[src/imudr_pkg.sv]
`default_nettype none

package imudr_pkg;

    // Shared multiplier operand and product widths
    localparam int MUL_A_W = 33;
    localparam int MUL_B_W = 17;
    localparam int MUL_P_W = MUL_A_W + MUL_B_W;

    // Serial divider: 32-bit magnitude over a 16-bit count
    localparam int DIV_STEPS = 32;
    localparam int DIV_CNT_W = $clog2(DIV_STEPS + 1);

    typedef struct packed {
        logic        start;
        logic [31:0] dividend;   // two's complement sum
        logic [15:0] divisor;    // nonzero count
    } t_div_req;

    typedef struct packed {
        logic        done;
        logic [15:0] quot;       // low 16 bits of the truncated quotient
    } t_div_rsp;

endpackage

`default_nettype wire

[src/imudr_mul.sv]
`default_nettype none

module imudr_mul (
    input  wire                                       i_clk,
    input  wire  logic signed [imudr_pkg::MUL_A_W-1:0] i_a,
    input  wire  logic signed [imudr_pkg::MUL_B_W-1:0] i_b,
    output logic signed [imudr_pkg::MUL_P_W-1:0]       o_p
);
    import imudr_pkg::*;

    // Registered product, ready the cycle after the operands
    always_ff @(posedge i_clk) begin
        o_p <= i_a * i_b;
    end

endmodule

`default_nettype wire

[src/imudr_div.sv]
`default_nettype none

module imudr_div (
    input  wire                        i_clk,
    input  wire                        i_rst_n,
    input  wire  imudr_pkg::t_div_req  i_req,
    output imudr_pkg::t_div_rsp        o_rsp
);
    import imudr_pkg::*;

    logic                 r_busy;
    logic                 r_done;
    logic [DIV_CNT_W-1:0] r_cnt;
    logic [15:0]          r_rem;
    logic [31:0]          r_quo;
    logic [15:0]          r_n;
    logic                 r_neg;

    logic [16:0] trial;
    logic        fits;
    logic [16:0] n_rem;

    always_comb begin
        trial = {r_rem, r_quo[31]};
        fits  = (trial >= {1'b0, r_n});
        n_rem = fits ? (trial - {1'b0, r_n}) : trial;
    end

    always_ff @(posedge i_clk) begin
        if (!i_rst_n) begin
            r_busy <= 1'b0;
            r_done <= 1'b0;
            r_cnt  <= '0;
        end else begin
            r_done <= 1'b0;
            if (i_req.start) begin
                r_neg  <= i_req.dividend[31];
                r_quo  <= i_req.dividend[31] ? (32'd0 - i_req.dividend) : i_req.dividend;
                r_n    <= i_req.divisor;
                r_rem  <= '0;
                r_cnt  <= DIV_CNT_W'(DIV_STEPS);
                r_busy <= 1'b1;
            end else if (r_busy) begin
                // one quotient bit per cycle, restoring
                r_rem <= n_rem[15:0];
                r_quo <= {r_quo[30:0], fits};
                r_cnt <= r_cnt - 1'b1;
                if (r_cnt == DIV_CNT_W'(1)) begin
                    r_busy <= 1'b0;
                    r_done <= 1'b1;
                end
            end
        end
    end

    assign o_rsp.done = r_done;
    assign o_rsp.quot = r_neg ? (16'd0 - r_quo[15:0]) : r_quo[15:0];

endmodule

`default_nettype wire

[src/imu_dead_reckoning_integrator_unit.sv]
`default_nettype none
// Integrate request: x and y lanes pass T16, VEL, DIFF, W, MLO, PLO, PHI; rate lane T16, VEL; then OUT.
// Start-calibration, ignored, finishing-short and unused requests go straight to OUT.
// Finishing calibration sample: three DSTART/DWAIT passes of the 32-step divider, then OUT.
// All integrate products go through one shared 33x17 multiplier, one product per cycle.
// Reset (synchronous, active low) clears all integrator and calibration state, sets
// calib_count to 1 and leaves no result pending.

module imu_dead_reckoning_integrator_unit (
    input  wire                i_clk,
    input  wire                i_rst_n,
    // request channel
    input  wire                i_in_valid,
    output logic               o_in_stall,
    input  wire  [1:0]         i_cmd,
    input  wire  signed [15:0] i_acc_x,
    input  wire  signed [15:0] i_acc_y,
    input  wire  [7:0]         i_gyro_raw,
    input  wire  [15:0]        i_dt,
    // result channel
    output logic               o_out_valid,
    input  wire                i_out_stall,
    output logic signed [63:0] o_disp_x,
    output logic signed [63:0] o_disp_y,
    output logic signed [63:0] o_heading,
    output logic               o_calibrated,
    // calib_count write channel
    input  wire                i_cfg_valid,
    output logic               o_cfg_ready,
    input  wire  [15:0]        i_cfg_data
);
    import imudr_pkg::*;

    // Sequencer states
    localparam logic [3:0] ST_IDLE   = 4'd0;
    localparam logic [3:0] ST_T16    = 4'd1;
    localparam logic [3:0] ST_VEL    = 4'd2;
    localparam logic [3:0] ST_DIFF   = 4'd3;
    localparam logic [3:0] ST_W      = 4'd4;
    localparam logic [3:0] ST_MLO    = 4'd5;
    localparam logic [3:0] ST_PLO    = 4'd6;
    localparam logic [3:0] ST_PHI    = 4'd7;
    localparam logic [3:0] ST_DSTART = 4'd8;
    localparam logic [3:0] ST_DWAIT  = 4'd9;
    localparam logic [3:0] ST_OUT    = 4'd10;

    // Commands
    localparam logic [1:0] CMD_INTEG = 2'd0;
    localparam logic [1:0] CMD_START = 2'd1;
    localparam logic [1:0] CMD_SAMPLE = 2'd2;

    // Lanes walked by the sequencer
    localparam logic [1:0] LANE_X = 2'd0;
    localparam logic [1:0] LANE_Y = 2'd1;
    localparam logic [1:0] LANE_R = 2'd2;

    logic [3:0]  r_state;
    logic [1:0]  r_lane;

    logic [15:0] r_calib_count;

    // architectural state
    logic [15:0] r_bias_x, r_bias_y, r_bias_rate;
    logic [31:0] r_sum_x, r_sum_y, r_sum_rate;
    logic [15:0] r_sample_counter;
    logic [15:0] r_prev_acc_x, r_prev_acc_y, r_prev_rate;
    logic [63:0] r_vel_x, r_vel_y, r_pos_x, r_pos_y, r_angle_acc;
    logic [63:0] r_pvel_x, r_pvel_y;
    logic        r_done_flag;

    // per-request working registers
    logic [15:0] r_cx, r_cy, r_cr;
    logic [15:0] r_dt;
    logic [63:0] r_d;
    logic [63:0] r_w;

    // result register
    logic        r_out_valid;
    logic [63:0] r_out_disp_x, r_out_disp_y, r_out_heading;
    logic        r_out_cal;

    // request decode
    logic        in_accept;
    logic [15:0] rate16;
    logic [15:0] eff_n;
    logic [15:0] n_counter;
    logic [31:0] n_sum_x, n_sum_y, n_sum_rate;

    // lane datapath
    logic [15:0] va, vp;
    logic [16:0] d17, h17;
    logic [17:0] t18;
    logic [63:0] vel_sel, pvel_sel, pos_sel;
    logic [63:0] prod64;
    logic [63:0] half_d;

    // shared units
    logic [MUL_A_W-1:0]        mul_a;
    logic [MUL_B_W-1:0]        mul_b;
    logic signed [MUL_P_W-1:0] mul_p;
    t_div_req                  div_req;
    t_div_rsp                  div_rsp;

    assign in_accept   = i_in_valid && !o_in_stall;
    assign o_in_stall  = (r_state != ST_IDLE);
    assign o_cfg_ready = 1'b1;

    // gyro byte minus 128, sign extended
    assign rate16    = {{8{~i_gyro_raw[7]}}, ~i_gyro_raw[7], i_gyro_raw[6:0]};
    assign eff_n     = (r_calib_count == 16'd0) ? 16'd1 : r_calib_count;
    assign n_counter = r_sample_counter + 16'd1;
    assign n_sum_x    = r_sum_x + {{16{i_acc_x[15]}}, i_acc_x};
    assign n_sum_y    = r_sum_y + {{16{i_acc_y[15]}}, i_acc_y};
    assign n_sum_rate = r_sum_rate + {{16{rate16[15]}}, rate16};

    // Lane selection and the value-plus-half-change term
    always_comb begin
        case (r_lane)
            LANE_X:  begin va = r_cx; vp = r_prev_acc_x; end
            LANE_Y:  begin va = r_cy; vp = r_prev_acc_y; end
            default: begin va = r_cr; vp = r_prev_rate;  end
        endcase
        vel_sel  = (r_lane == LANE_X) ? r_vel_x  : r_vel_y;
        pvel_sel = (r_lane == LANE_X) ? r_pvel_x : r_pvel_y;
        pos_sel  = (r_lane == LANE_X) ? r_pos_x  : r_pos_y;

        d17 = {va[15], va} - {vp[15], vp};
        // halve toward zero: arithmetic shift, round odd negatives up
        h17 = {d17[16], d17[16:1]} + {16'd0, d17[16] & d17[0]};
        t18 = {{2{va[15]}}, va} + {h17[16], h17};

        half_d = {r_d[63], r_d[63:1]};
        prod64 = {{(64 - MUL_P_W){mul_p[MUL_P_W-1]}}, mul_p};
    end

    // Multiplier operand select
    always_comb begin
        mul_b = {1'b0, r_dt};
        unique case (r_state)
            ST_T16:  mul_a = {{(MUL_A_W - 18){t18[17]}}, t18};
            ST_MLO:  mul_a = {1'b0, r_w[31:0]};
            ST_PLO:  mul_a = {1'b0, r_w[63:32]};
            default: mul_a = '0;
        endcase
    end

    // Divider request
    always_comb begin
        div_req.start   = (r_state == ST_DSTART);
        div_req.divisor = eff_n;
        case (r_lane)
            LANE_X:  div_req.dividend = r_sum_x;
            LANE_Y:  div_req.dividend = r_sum_y;
            default: div_req.dividend = r_sum_rate;
        endcase
    end

    imudr_mul u_mul (
        .i_clk (i_clk),
        .i_a   ($signed(mul_a)),
        .i_b   ($signed(mul_b)),
        .o_p   (mul_p)
    );

    imudr_div u_div (
        .i_clk   (i_clk),
        .i_rst_n (i_rst_n),
        .i_req   (div_req),
        .o_rsp   (div_rsp)
    );

    // Configuration register
    always_ff @(posedge i_clk) begin
        if (!i_rst_n) begin
            r_calib_count <= 16'd1;
        end else if (i_cfg_valid && o_cfg_ready) begin
            r_calib_count <= i_cfg_data;
        end
    end

    // Working registers: payload only, no reset
    always_ff @(posedge i_clk) begin
        if (in_accept) begin
            // bias-corrected values, wrapped to 16 bits
            r_cx <= i_acc_x - r_bias_x;
            r_cy <= i_acc_y - r_bias_y;
            r_cr <= rate16 - r_bias_rate;
            r_dt <= i_dt;
        end
        if (r_state == ST_DIFF) begin
            r_d <= vel_sel - pvel_sel;
        end
        if (r_state == ST_W) begin
            r_w <= vel_sel + half_d + {63'd0, r_d[63] & r_d[0]};
        end
        if (r_state == ST_OUT && (!r_out_valid || !i_out_stall)) begin
            r_out_disp_x  <= r_pos_x;
            r_out_disp_y  <= r_pos_y;
            r_out_heading <= r_angle_acc;
            r_out_cal     <= r_done_flag;
        end
    end

    // Sequencer and architectural state
    always_ff @(posedge i_clk) begin
        if (!i_rst_n) begin
            r_state          <= ST_IDLE;
            r_lane           <= LANE_X;
            r_out_valid      <= 1'b0;
            r_bias_x         <= '0;
            r_bias_y         <= '0;
            r_bias_rate      <= '0;
            r_sum_x          <= '0;
            r_sum_y          <= '0;
            r_sum_rate       <= '0;
            r_sample_counter <= '0;
            r_prev_acc_x     <= '0;
            r_prev_acc_y     <= '0;
            r_prev_rate      <= '0;
            r_vel_x          <= '0;
            r_vel_y          <= '0;
            r_pos_x          <= '0;
            r_pos_y          <= '0;
            r_angle_acc      <= '0;
            r_pvel_x         <= '0;
            r_pvel_y         <= '0;
            r_done_flag      <= 1'b0;
        end else begin
            // drop the result once taken
            if (r_out_valid && !i_out_stall) begin
                r_out_valid <= 1'b0;
            end

            unique case (r_state)
                ST_IDLE: begin
                    if (in_accept) begin
                        r_lane  <= LANE_X;
                        r_state <= ST_OUT;
                        case (i_cmd)
                            CMD_INTEG: begin
                                r_state <= ST_T16;
                            end
                            CMD_START: begin
                                // clear everything but the biases
                                r_sum_x          <= '0;
                                r_sum_y          <= '0;
                                r_sum_rate       <= '0;
                                r_sample_counter <= '0;
                                r_prev_acc_x     <= '0;
                                r_prev_acc_y     <= '0;
                                r_prev_rate      <= '0;
                                r_vel_x          <= '0;
                                r_vel_y          <= '0;
                                r_pos_x          <= '0;
                                r_pos_y          <= '0;
                                r_angle_acc      <= '0;
                                r_pvel_x         <= '0;
                                r_pvel_y         <= '0;
                                r_done_flag      <= 1'b0;
                            end
                            CMD_SAMPLE: begin
                                // samples after a finished calibration are dropped
                                if (!r_done_flag) begin
                                    r_sum_x          <= n_sum_x;
                                    r_sum_y          <= n_sum_y;
                                    r_sum_rate       <= n_sum_rate;
                                    r_sample_counter <= n_counter;
                                    if (n_counter >= eff_n) begin
                                        r_state <= ST_DSTART;
                                    end
                                end
                            end
                            default: begin
                                // unused command: report state only
                            end
                        endcase
                    end
                end

                ST_T16: begin
                    r_state <= ST_VEL;
                end

                ST_VEL: begin
                    // accumulate the first integral, advance the previous sample
                    case (r_lane)
                        LANE_X: begin
                            r_vel_x      <= r_vel_x + prod64;
                            r_prev_acc_x <= r_cx;
                            r_state      <= ST_DIFF;
                        end
                        LANE_Y: begin
                            r_vel_y      <= r_vel_y + prod64;
                            r_prev_acc_y <= r_cy;
                            r_state      <= ST_DIFF;
                        end
                        default: begin
                            r_angle_acc <= r_angle_acc + prod64;
                            r_prev_rate <= r_cr;
                            r_state     <= ST_OUT;
                        end
                    endcase
                end

                ST_DIFF: begin
                    r_state <= ST_W;
                end

                ST_W: begin
                    if (r_lane == LANE_X) begin
                        r_pvel_x <= r_vel_x;
                    end else begin
                        r_pvel_y <= r_vel_y;
                    end
                    r_state <= ST_MLO;
                end

                ST_MLO: begin
                    r_state <= ST_PLO;
                end

                ST_PLO: begin
                    // low 32 bits of velocity term times ticks
                    if (r_lane == LANE_X) begin
                        r_pos_x <= pos_sel + {16'd0, mul_p[47:0]};
                    end else begin
                        r_pos_y <= pos_sel + {16'd0, mul_p[47:0]};
                    end
                    r_state <= ST_PHI;
                end

                ST_PHI: begin
                    // high half contributes only its low 32 product bits
                    if (r_lane == LANE_X) begin
                        r_pos_x <= pos_sel + {mul_p[31:0], 32'd0};
                        r_lane  <= LANE_Y;
                    end else begin
                        r_pos_y <= pos_sel + {mul_p[31:0], 32'd0};
                        r_lane  <= LANE_R;
                    end
                    r_state <= ST_T16;
                end

                ST_DSTART: begin
                    r_state <= ST_DWAIT;
                end

                ST_DWAIT: begin
                    if (div_rsp.done) begin
                        case (r_lane)
                            LANE_X: begin
                                r_bias_x <= div_rsp.quot;
                                r_lane   <= LANE_Y;
                                r_state  <= ST_DSTART;
                            end
                            LANE_Y: begin
                                r_bias_y <= div_rsp.quot;
                                r_lane   <= LANE_R;
                                r_state  <= ST_DSTART;
                            end
                            default: begin
                                r_bias_rate <= div_rsp.quot;
                                r_done_flag <= 1'b1;
                                r_state     <= ST_OUT;
                            end
                        endcase
                    end
                end

                ST_OUT: begin
                    // hold until the result register is free
                    if (!r_out_valid || !i_out_stall) begin
                        r_out_valid <= 1'b1;
                        r_state     <= ST_IDLE;
                    end
                end

                default: begin
                    r_state <= ST_IDLE;
                end
            endcase
        end
    end

    assign o_out_valid  = r_out_valid;
    assign o_disp_x     = $signed(r_out_disp_x);
    assign o_disp_y     = $signed(r_out_disp_y);
    assign o_heading    = $signed(r_out_heading);
    assign o_calibrated = r_out_cal;

endmodule

`default_nettype wire

[config.mk]
export PLATFORM = sky130hd
export DESIGN_NAME = imu_dead_reckoning_integrator_unit
export DESIGN_NICKNAME = d
export VERILOG_FILES = /design/src/imudr_pkg.sv /design/src/imudr_mul.sv /design/src/imudr_div.sv /design/src/imu_dead_reckoning_integrator_unit.sv
export SDC_FILE = /design/constraint.sdc
export NUM_CORES = 2
export LEC_CHECK = 0
export BUFFER_PORTS_ARGS = -buffer_cell sky130_fd_sc_hd__buf_2
export CAP_MARGIN = 0
export CORE_ASPECT_RATIO = 1.5
export CORE_MARGIN = 5
export CORE_UTILIZATION = 60
export CTS_BUF_LIST = sky130_fd_sc_hd__clkbuf_2 sky130_fd_sc_hd__clkbuf_4 sky130_fd_sc_hd__clkbuf_8
export DETAILED_ROUTE_END_ITERATION = 10
export PLACE_DENSITY = 0.77
export SYNTH_ARGS = -nofsm -noshare
export SYNTH_HDL_FRONTEND = slang
export SYNTH_SLANG_ARGS = --single-unit
[constraint.sdc]
create_clock -name i_clk -period 35.4 [get_ports i_clk]
set_input_delay 8.85 -clock i_clk [delete_from_list [all_inputs] [get_ports i_clk]]
set_output_delay 8.85 -clock i_clk [all_outputs]
set_load 0.1 [all_outputs]
==> impl_results.md <==
* Layout overhead on the synthesized area at 7.64%
* Max_slew headroom at 2.58%
* Initial DRC count at 6,278
* H-tree depth at 4
* Startpoint Class: flop
* Asr flop ratio synth at 0%
* Highest Signal Layer: met5
* End point of the critical path: u_mul.o_p[46]
* Die W at 333 um
* Core area at 156,000 um^2
* Die Ht at 495 um
* Crit path launch: r_lane[0]
* Logic depth of the worst path, buffers included at 48
* Clock slew at reported path FFs at 0.08 ns
* Global-route wire length before repair at 459 mm
* EDFF count, synth at 450
* Die area at 165,000 um^2
* Hold Path Cell Cnt at 0
* Cell variety after synth at 96
* CP delay by family, top: compound AO/OA/AOI/OAI gates
* Post-synthesis cell count at 10,744
* CTS Sinks at 1,188
* Worst min path class: reg2reg
* CP endpoint kind: flop
* Routability cong. at 1.00
* Drt first pass iters at 6
* Via count at 81,212
* Post-synthesis sequential area ratio at 30.1%
* Setup TNS at 0 ns
* Critical Path RT at 36.29 ns
* Total CTS buffers at 186
* Final HPWL DP at 227 mm
* DR vias/cell at 6.23
* Power per Cell Area at 76.5 nW/um^2
* Met2 wire len at 144 mm
* Vias in the first global route at 81,576
* DRC Markers at 0
* Cell mode on critical path: fa_1
* Clock latency on the worst-skew pair at 1.00 ns
* CTS Root Cell: clkbuf_8
* F_max at 65.6 MHz
* Starting density of the core at 60.2%
* R2R Setup Slk at 20.15 ns
* Slew @ Worst Pin at 1.45 ns
* Layout cell share with drive strength beyond 1 at 7.57%
* GRT Total Usage at 35.4%
* Area of the mapped netlist at 94,100 um^2
* Crit-path slowest cell: o41ai_2
* Largest net degree at the start of global routing at 169
* Status: completed
* Synthesis-stage register bit count at 1,188
* WP buf/inv at 5
* Post_cts resized at 0
* Final Setup Violations at 0
* RSZ-0062 raised after global routing: false
* Post-Syn Area per Cell at 8.76 um^2
* Worst Path Class, Setup: reg2reg
* Post-CTS Setup Repair Bufs at 0
* Mapped Nets at 12,060
* DR WL/cell at 23.1 um
* I/O pin cnt at 275
* Initial antenna violation count at 24
* Post-Route WL at 301 mm
* Post-CTS Hold Buffers at 0
* Layout net count at 12,111
* Fin crit share at 43.1%
* Delay of the slowest critical-path stage at 0.81 ns
* Worst Clk Skew at 0.0746 ns
* Hold Vio Cnt, Final at 0
* Worst R2R Path Depth at 48
* Antenna Violating Nets Remaining at 0
* Worst r2r src: r_lane[0]
* CTS tree: yes
* Met3 WL at 23.6 mm
* Worst R2R End: u_mul.o_p[46]
* Worst-path maximum fanout at 39
* Crit path time final at 15.25 ns
* Number of placement rows at 178
* Commonest non-fill, non-tap cell in the layout: nand2_1
* Port bufs at 273
* Grt ovf at 0
* Leak at 46.3 nW
* Worst vdd ir at 81.5 uV
* Commonest non-fill, non-tap cells in the layout: nand2_1, inv_1, dfxtp_1, ha_1, a21oi_1
* Fin. max-slew vios at 0
* Maximum clock path buffer count at 3
* Main synth FF type: dfxtp_1
* Met1 WL at 107 mm
* CP Data Arrival Time at 16.14 ns
* YS warnings at 0
* Max-cap violations at 0
* Total power at 7.75 mW
## synth_stat cells (19+ instances only)
master    instances  area share, %
nor2_1          435            1.7
buf_1            37           0.15
inv_1           930            3.7
mux2i_1         182            1.9
xnor2_1         366            3.4
o31ai_1          43           0.34
a21oi_1         676            3.6
o21a_1           55           0.44
a21boi_0        237            1.9
nand2b_1         98           0.65
and3_1           77           0.51
edfxtp_1        450             14
o21ai_0         544            2.9
nand3_1         355            1.9
fa_1            520             11
dfxtp_1         738             16
ha_1            717            9.5
o211ai_1         31           0.25
o21ai_1          24           0.13
nand4_1          78           0.52
nor3_1           97           0.52
nor2b_1         293            1.9
o21bai_1         99           0.79
and2_1          245            1.6
nor4_1           19           0.13
a22oi_1         221            1.8
or3_1            39           0.26
a221o_1          27           0.29
a211oi_1         56           0.45
nand2_1        1490            5.9
a31oi_1          77           0.51
clkbuf_1        450            1.8
a21o_1          344            2.7
xor2_1          246            2.3
or2_2            22           0.15
o211a_1          96            1.0
## cells by family (layout without fill, tap and decap cells)
group	after synthesis	count (layout)	share of synthesized area, %
DFF	1188	1188	30.1
muxes	187	187	2.00
other	1	16	0.00398
AOI/OAI and AO/OA	2753	2753	19.3
adders and majority gates	1238	1238	20.6
buffers and inverters	1451	1666	5.87
xor gates and xnor gates	612	612	5.69
and+or+nand+nor	3314	3314	16.4
## per-stage QoR
stage / worst slack (ns) / hold slack, ns / instance area, um^2 / utilization, % / instances
2_1_floorplan: 16.69 / 0.424 / 94100 / - / 10744
3_3_place_gp: 20.71 / 0.437 / 97100 / 62.1 / 12677
3_5_place_dp: 20.48 / 0.436 / 97100 / 62.1 / 12677
4_1_cts: 20.40 / 0.400 / 101000 / 64.8 / 13029
5_1_grt: 19.46 / 0.417 / 101000 / 64.8 / 13033
6_report: 20.15 / 0.414 / 101000 / 64.8 / 13044
## power breakdown
group,total [mW],internal [mW],switching [mW]
sequential,1.91,1.70,0.219
clock,1.32,0.702,0.614
combinational,4.52,1.65,2.87
total,7.75,4.05,3.70
## area by class of cell
| type | count | area [um^2] |
|---|---|---|
| Antenna cell | 15 | 37.5 |
| Clock buffer | 277 | 3380 |
| Clock inverter | 75 | 773 |
| Fill cell | 13084 | 55000 |
| Inverter | 931 | 3500 |
| Multi-Input combinational cell | 8105 | 60500 |
| Sequential cell | 1188 | 28300 |
| Tap cell | 2070 | 2590 |
| Timing Repair Buffer | 383 | 2250 |
## worst register-to-register path: cells and delay by family, from the launching register on
family | cells | cell delay (ns)
mux | 1 | 0.24
buf+inv | 5 | 0.86
simple gates | 5 | 1.07
flops | 1 | 0.75
compound gates | 25 | 7.17
fa+ha+maj | 12 | 5.06
## per-layer routing
metal / up-vias / GRT usage [%]
met5: - / 0
met4: 14 / 26.0
met3: 1135 / 7.57
met2: 3469 / 60.5
met1: 39250 / 38.9
li1: 37344 / -
## worst min-delay path by stage
stage / startpoint / to / slack (ns)
global route: r_pos_y[2] / o_disp_y[2] / 0.42
detailed placement: r_pos_y[34] / o_disp_y[34] / 0.44
finish: r_pos_y[2] / o_disp_y[2] / 0.41
global placement: r_pos_x[1] / o_disp_x[1] / 0.44
CTS: r_pos_y[2] / o_disp_y[2] / 0.40
floorplan: r_pos_y[50] / o_disp_y[50] / 0.42
Note: power is estimated with default switching activity, not from simulation.
